`config.mk`:
```
export PLATFORM = sky130hd
export DESIGN_NAME = ecd_ctrl
export DESIGN_NICKNAME = d
export VERILOG_FILES = /design/src/rtl/ecd_pkg.sv /design/src/rtl/ecd_ctrl.sv
export VERILOG_INCLUDE_DIRS = /design/src /design/src/rtl
export SDC_FILE = /design/constraint.sdc
export NUM_CORES = 1
export LEC_CHECK = 0
export ABC_CLOCK_PERIOD_IN_PS = 1200
export BUFFER_PORTS_ARGS = -buffer_cell sky130_fd_sc_hd__buf_4
export CAP_MARGIN = 15
export CORE_AREA = 2 2 39 41
export CTS_BUF_LIST = sky130_fd_sc_hd__clkbuf_2
export DETAILED_ROUTE_END_ITERATION = 10
export DIE_AREA = 0 0 41 43
export GPL_TIMING_DRIVEN = 0
export PLACE_DENSITY = 0.58
export RECOVER_POWER = 50
export SLEW_MARGIN = 20
export SYNTH_ARGS = -nofsm -noshare
export SYNTH_HDL_FRONTEND = slang
export SYNTH_SLANG_ARGS = --single-unit
```
`constraint.sdc`:
```
create_clock -name clk_i -period 1.2 [get_ports clk_i]
set_input_delay 0.06 -clock clk_i [delete_from_list [all_inputs] [get_ports clk_i]]
set_output_delay 0.06 -clock clk_i [all_outputs]
set_load 0.05 [all_outputs]
```
`src/rtl/event_channel_dispatcher_macros.svh`:
```
// Assertion macros shared by the event channel dispatcher RTL.
// Depends on nothing; included by the modules that carry assertions.
`ifndef EVENT_CHANNEL_DISPATCHER_MACROS_SVH
`define EVENT_CHANNEL_DISPATCHER_MACROS_SVH

// Same-cycle implication, disabled while reset is asserted.
`define ECD_ASSERT_IMPL(lbl, clk, rstn, ante, cons, msg) \
  lbl: assert property (@(posedge clk) disable iff (!rstn) (ante) |-> (cons)) \
    else $error(msg);

// Next-cycle implication, disabled while reset is asserted.
`define ECD_ASSERT_NEXT(lbl, clk, rstn, ante, cons, msg) \
  lbl: assert property (@(posedge clk) disable iff (!rstn) (ante) |=> (cons)) \
    else $error(msg);

`endif

```
`src/rtl/ecd_pkg.sv`:
```
// Shared types, constants and helper functions of the event channel dispatcher.
// Depends on nothing; used by the controller, the datapath and the top level.
package ecd_pkg;

  localparam int unsigned WordsDef       = 8;
  localparam int unsigned BitsPerWordDef = 64;
  localparam int unsigned TagWidthDef    = 32;

  localparam int unsigned OpcodeW  = 3;
  localparam int unsigned PortW    = 9;
  localparam int unsigned InTagW   = 32;
  localparam int unsigned InDataW  = 48;
  localparam int unsigned InUserW  = 3;
  localparam int unsigned OutDataW = 48;
  localparam int unsigned OutUserW = 1;

  typedef enum logic [OpcodeW-1:0] {
    OP_RAISE    = 3'd0,
    OP_MASK     = 3'd1,
    OP_UNMASK   = 3'd2,
    OP_REGISTER = 3'd3,
    OP_UNREG    = 3'd4,
    OP_DISPATCH = 3'd5
  } opcode_e;

  // Commands from the controller to the datapath.
  typedef struct packed {
    logic load_in;
    logic clr_step;
    logic word_rd;
    logic word_wr;
    logic tag_wr;
    logic take_sum;
    logic pick_rd;
    logic eval;
    logic tag_cap;
    logic out_load;
  } cmd_t;

  // Status from the datapath to the controller.
  typedef struct packed {
    opcode_e op;
    logic    ok;
    logic    working_empty;
    logic    summary_empty;
    logic    act_hit;
    logic    clr_done;
    logic    out_free;
  } sts_t;

  // Index of the highest set bit; zero when the vector is empty.
  function automatic logic [5:0] top_bit(input logic [63:0] v);
    logic [5:0] idx;
    idx = '0;
    for (int i = 0; i < 64; i++) begin
      if (v[i]) begin
        idx = 6'(i);
      end
    end
    return idx;
  endfunction

endpackage

```
`src/rtl/ecd_ctrl.sv`:
```
// Controller state machine of the event channel dispatcher.
// Depends on ecd_pkg and event_channel_dispatcher_macros.svh.
`include "event_channel_dispatcher_macros.svh"

module ecd_ctrl (
  input  logic          clk_i,
  input  logic          rst_ni,
  input  logic          in_valid_i,
  output logic          in_ready_o,
  output ecd_pkg::cmd_t cmd_o,
  input  ecd_pkg::sts_t sts_i
);

  localparam logic [2:0] S_CLEAR  = 3'd0;
  localparam logic [2:0] S_IDLE   = 3'd1;
  localparam logic [2:0] S_DECODE = 3'd2;
  localparam logic [2:0] S_MODIFY = 3'd3;
  localparam logic [2:0] S_PICK   = 3'd4;
  localparam logic [2:0] S_EVAL   = 3'd5;
  localparam logic [2:0] S_TAG    = 3'd6;
  localparam logic [2:0] S_DONE   = 3'd7;

  logic [2:0] state_q, state_d;
  logic       retake_q, retake_d;

  always_ff @(posedge clk_i or negedge rst_ni) begin
    if (!rst_ni) begin
      state_q  <= S_CLEAR;
      retake_q <= 1'b0;
    end else begin
      state_q  <= state_d;
      retake_q <= retake_d;
    end
  end

  assign in_ready_o = (state_q == S_IDLE);

  always_comb begin
    state_d  = state_q;
    retake_d = retake_q;
    cmd_o    = '0;
    case (state_q)
      S_CLEAR: begin
        cmd_o.clr_step = 1'b1;
        if (sts_i.clr_done) begin
          state_d = S_IDLE;
        end
      end
      S_IDLE: begin
        if (in_valid_i) begin
          cmd_o.load_in = 1'b1;
          retake_d      = 1'b1;
          state_d       = S_DECODE;
        end
      end
      S_DECODE: begin
        case (sts_i.op)
          ecd_pkg::OP_RAISE, ecd_pkg::OP_MASK, ecd_pkg::OP_UNMASK: begin
            if (sts_i.ok) begin
              cmd_o.word_rd = 1'b1;
              state_d       = S_MODIFY;
            end else begin
              state_d = S_DONE;
            end
          end
          ecd_pkg::OP_REGISTER, ecd_pkg::OP_UNREG: begin
            cmd_o.tag_wr = sts_i.ok;
            state_d      = S_DONE;
          end
          ecd_pkg::OP_DISPATCH: begin
            state_d = S_PICK;
          end
          default: begin
            state_d = S_DONE;
          end
        endcase
      end
      S_MODIFY: begin
        cmd_o.word_wr = 1'b1;
        state_d       = S_DONE;
      end
      S_PICK: begin
        if (!sts_i.working_empty) begin
          cmd_o.pick_rd = 1'b1;
          state_d       = S_EVAL;
        end else if (retake_q && !sts_i.summary_empty) begin
          // The working copy ran dry: take over the summary, once per dispatch.
          cmd_o.take_sum = 1'b1;
          retake_d       = 1'b0;
        end else begin
          state_d = S_DONE;
        end
      end
      S_EVAL: begin
        cmd_o.eval = 1'b1;
        state_d    = sts_i.act_hit ? S_TAG : S_PICK;
      end
      S_TAG: begin
        cmd_o.tag_cap = 1'b1;
        state_d       = S_DONE;
      end
      S_DONE: begin
        if (sts_i.out_free) begin
          cmd_o.out_load = 1'b1;
          state_d        = S_IDLE;
        end
      end
      default: begin
        state_d = S_CLEAR;
      end
    endcase
  end

  `ECD_ASSERT_IMPL(a_take_when_empty, clk_i, rst_ni, cmd_o.take_sum, sts_i.working_empty, "summary taken over while working copy not empty")
  `ECD_ASSERT_IMPL(a_one_storage_cmd, clk_i, rst_ni, 1'b1, ($onehot0({cmd_o.clr_step, cmd_o.word_rd, cmd_o.word_wr, cmd_o.tag_wr, cmd_o.pick_rd, cmd_o.eval, cmd_o.take_sum})), "several storage commands at once")
  `ECD_ASSERT_NEXT(a_hit_reads_tag, clk_i, rst_ni, (state_q == S_EVAL) && sts_i.act_hit, state_q == S_TAG, "hit did not proceed to tag capture")
  `ECD_ASSERT_NEXT(a_clear_once, clk_i, rst_ni, state_q != S_CLEAR, state_q != S_CLEAR, "clearing pass re-entered")

endmodule

```
# [Yosys cells after proc, flatten, opt, wreduce, memory -nomap -nowiden]
# Index checks and enable logic that the tools add are counted.
[op_classes] mux=30 eq_ne=18 n_reduce_logical=10
[ops] op="3-bit case mux with 7 select lines" n=1
[ops] op="1-bit two-way mux" n=19
[ops] op="3-bit == test, second input constant" n=6
[ops] op="3-bit two-way mux" n=6
[ops] op="3-bit by 2-bit == test with 1-bit output, second input constant" n=4
[ops] op="2-bit inequality test, second input constant" n=5
[ops] op="4-bit AND reduction" n=2
[ops] op="3-bit by 1-bit == test with 1-bit output, second input constant" n=2
[ops] op="3-bit zero test" n=2
[ops] op="3-bit case mux with 2 select lines" n=1
[ops] op="2-bit two-way mux" n=2
[ops] op="2-bit OR reduction" n=2
[ops] op="3-bit inequality test, second input constant" n=1
[ops] op="3-bit OR reduction" n=1
[ops] op="1-bit case mux with 2 select lines" n=1
[ops] op="2-bit nonzero test" n=1
[ops] op="1-bit logical AND" n=1
[ops] op="1-bit zero test" n=1
[word_totals] out_inout_bits=11 reg_bits=4 wordCells=60 inputBits=12

# [Logic depth before layout (Yosys ltp)]
[depth] depth_word=5 depth_mapped=5 ltp_nobuf=4

# [Worst setup path after synthesis]
# No wires, ideal clock.
[synth_path] kind="register to register" start="register state_q[1]" end="register retake_q" arrival_ns=1.920 n_path_buf=1 synth_period_minus_slack_ns=1.991 required_ns=1.130 path_slack_ns=-0.791 setup_time_ns=0.070 path_stages_with_launch=6 path_cell_list="dfrtp_1 -> buf_6 -> nor3b_2 -> and2_1 -> nor2_1 -> nor2_2"
[synth_via] elab_chain_len=3 word_cells_on_any_way=8 classes_between="eq/ne (5); mux (1); reduce/logical (2)"
[synth_rtl] item="start: declaration" line="ecd_ctrl.sv:23" text="logic [2:0] state_q, state_d;"
[synth_rtl] item="start signal: assignment" line="ecd_ctrl.sv:31" text="state_q <= state_d;"
[synth_rtl] item="3-bit by 1-bit == test with 1-bit output (*)"
[synth_rtl] item="via in_ready_o" line="ecd_ctrl.sv:9" text="output logic in_ready_o,"
[synth_rtl] item="2-bit inequality test (no source line) or 2-bit nonzero test (tied branches)"
[synth_rtl] item="4-bit AND reduction (no source line)"
[synth_rtl] item="end signal: assignment" line="ecd_ctrl.sv:32" text="retake_q <= retake_d;"
[synth_rtl] item="end: declaration" line="ecd_ctrl.sv:24" text="logic retake_q, retake_d;"
# Mark *: on every way through the listed nets, which the timed path passes. The rest lies on a longest branch.
# A chain may end at the register's enable or synchronous reset.

==> flow_metrics.tcl <==
set metrics [dict create \
    outcome "finished with violations" \
    violations "negative setup slack" \
    timing.final.setup_violations 14 \
    slew_viol_final 0 \
    post_synth_fa_ha_maj_area_fraction_pct 0 \
    synth.area.mux_share_pct 0 \
    min_path_type "input port to async pin" \
    global_route.usage.met3_pct 3.141 \
    tritoncts "done" \
    cp_slowest_cell "sky130_fd_sc_hd__dfrtp_1" \
    clock_path_buffers 2 \
    path_max_fanout 2 \
    overflow 0 \
    boundaryPins 23 \
    critical_path_arrival_ns 1.32 \
    wirelength_um 1442 \
    vias 484 \
    placeableCoreArea_sq_um 1384 \
    power.leakage_uw 0.0004201 \
    synthSimpleGateAreaFrac_pct 43.94 \
    post_synth_inst_count 46 \
    finalNonFillerCells 105 \
    dr.first_iter.drc_count 1 \
    global_route.usage.met2_pct 25.94 \
    drive_above_1_share_pct 78.65 \
    grt_pass1_wl_um 2001 \
    placementRows 14 \
    synthDistinctLibCells 28 \
    timing.critical_path.from_type "flip-flop" \
    cts_root_buf "sky130_fd_sc_hd__clkbuf_2" \
    largest_family_of_logic_cells_by_synthesized_area "simple AND/OR/NAND/NOR gates" \
    die_width_um 41 \
    finalWorstPathRequiredPeriod_ns 1.382 \
    compound_gate_fraction_of_synth_area_pct 23.64 \
    fmax_mhz 723.6 \
    synthDominantAreaCellType "sky130_fd_sc_hd__dfrtp_1" \
    worst_slew_margin_relative_to_its_limit_pct 78.03 \
    fp.dieH_um 43 \
    timing.final.crit_share_pct 115.2 \
    use_met1_pct 22.04 \
    antenna_cells 0 \
    cp_cell_sequence "nand2b_4 > a211o_1 > nor3_4 > buf_6" \
    clk_pin_slew_worst_paths_ns 0.05 \
    busiest_layer "met2" \
    dieArea_sq_um 1763 \
    finalSetupTns_ns -1.501 \
    finalNetCount 102 \
    timing.critical_path.buf_inv 1 \
    pin_count_of_the_biggest_net_entering_global_routing 11 \
    yosys.area.top_type_share_pct 24.24 \
    area.growth.synth_to_final_pct 137.9 \
    cp-end-kind "output pin" \
    mappedNetlistArea_sq_um 412.9 \
    detail_route.wl_per_cell_um 13.73 \
    cts_inserted_buffers 3 \
    power.density_cell_area_nw_per_um2 2224 \
    ant_nets 0 \
    start_util_pct 29.84 \
    num-fill-cells 113 \
    first_global_vias 487 \
    dr.pass1.iters 2 \
    critical-path-top-delay-family "flip-flops" \
    final_common_cell "sky130_fd_sc_hd__buf_4" \
    overall_routing_resource_usage_pct 17.29 \
    max_cap_viol_count 0 \
    htree_num_levels 1 \
    setup_ws_ns -0.1820 \
    post-place-ws_ns -0.08875 \
    vdd_drop_max_mv 1.123 \
    rsz0062_at_grt "yes" \
    number_of_antenna_violations_at_the_first_check_in_global_routing 0 \
    hold_violations 0 \
    port-buffer-count 22 \
    cp_data_required_time_ns 1.14 \
    most-common-layout-cells "sky130_fd_sc_hd__buf_4 (20), sky130_fd_sc_hd__buf_6 (14), sky130_fd_sc_hd__buf_8 (4), sky130_fd_sc_hd__nor2_2 (4), sky130_fd_sc_hd__clkbuf_2 (4)" \
    synth_warn 0 \
    finalClockSkew_ns 0.01269 \
    yosys_register_bits 4 \
    clk-insertion-delay-late_ns 0.21 \
    slowest_delay_ns 0.39 \
    synth.top_cells.by_area "sky130_fd_sc_hd__dfrtp_1 (24%), sky130_fd_sc_hd__a2111oi_2 (7.3%), sky130_fd_sc_hd__buf_6 (5.5%)" \
    drt_drc_violations_left 0 \
    max_slew.worst_pin.slew_ns 0.3296 \
    synth.avg_cell_area_sq_um 8.976 \
    vias_per_cell 4.610 \
    synthXorXnorAreaFrac_pct 0 \
    dp_hpwl_um 780.8 \
    yosysSeqAreaShare_pct 24.24 \
    cts.sinks 4 \
    worstSetupPathType "flip-flop to output pin" \
    place_inst 84 \
    gp_congestion 0.7784 \
    overall_power_after_layout_uw 2185 \
    synth.net_count 58 \
]
## registers in the layout, indices dropped and copies added, names as in the netlist
signal,count
retake_q,1
state_q,3
## cells in the mapped netlist, drive strengths merged
master / number
a211o: 1
a21oi: 2
and3: 1
o2111a: 1
nor2b: 2
nand2: 6
nor4: 1
o21ai: 2
and2: 1
a2111oi: 2
inv: 1
a221oi: 1
a2bb2oi: 1
nor3: 3
dfrtp: 4
buf: 3
nand3b: 2
nor2: 8
nand2b: 2
nor3b: 2
## report_power, final
part | internal (uW) | leakage (uW) | switching (uW)
clock | 87.9 | 0.0000166 | 56.8
combinational | 853 | 0.000362 | 921
sequential | 194 | 0.0000410 | 72.2
## kinds of logic after synthesis
kind of cell,Yosys count
flops,4
buf+inv,4
simple gates,28
compound gates,10
## worst paths after layout
| check | slack [ns] | endpoint | cells past startpoint | startpoint |
|---|---|---|---|---|
| min in group clk_i | 0.21 | state_q[2] | 4 | sts_i[0] |
| worst min-delay path | 0.20 | state_q[1] | 2 | rst_ni |
| worst max-delay path | -0.18 | cmd_o[7] | 4 | state_q[0] |
| worst min register to register | 0.53 | retake_q | 2 | retake_q |
| worst max register to register | -0.11 | state_q[2] | 6 | state_q[0] |
| max in group asynchronous | 0.81 | retake_q | 2 | rst_ni |
## stage by stage
stage                     utilization (%)  area [sq um]  hold slack, ns
final                               70.98         982.2          0.1971
after CTS                           66.55         920.9          0.1508
after floorplan                         -         483.0         -0.2356
after global placement              48.28         668.1         -0.1432
after detailed placement            48.28         668.1         -0.1439
after global routing                70.98         982.2          0.1977
## layout make-up
cell class	count	area [sq um]	share of cell area (%)
inverter	1	8.758	0.8917
multi-input combinational	38	405.4	41.27
buffer	3	46.29	4.713
timing repair buffer	39	380.4	38.73
clock buffer	4	20.02	2.038
sequential	4	101.3	10.32
tap	16	20.02	2.038
## worst register-to-register path, delay by kind of cell, from the launching register on
| kind | cells | cell delay [ns] |
|---|---|---|
| AND/OR/NAND/NOR | 2 | 0.21 |
| buffers and inverters | 2 | 0.25 |
| AO/OA/AOI/OAI | 2 | 0.37 |
| flip-flops | 1 | 0.39 |
## timing repair
item                                    4_1_cts  5_1_grt
gates resized for setup                      29        7
pin swaps                                     7        7
hold buffers                                  1        0
cloned                                        1        1
hold endpoints to repair                      4        0
endpoints found under the setup margin       13       15
buffers inserted                             12        4
## routing by layer
layer  routed length, um  share of wire [%]
met5                   0                  0
met4                   0                  0
met3                  34                2.4
met2                 783                 54
met1                 625                 43
No activity file was read; power rests on OpenSTA's default activity.
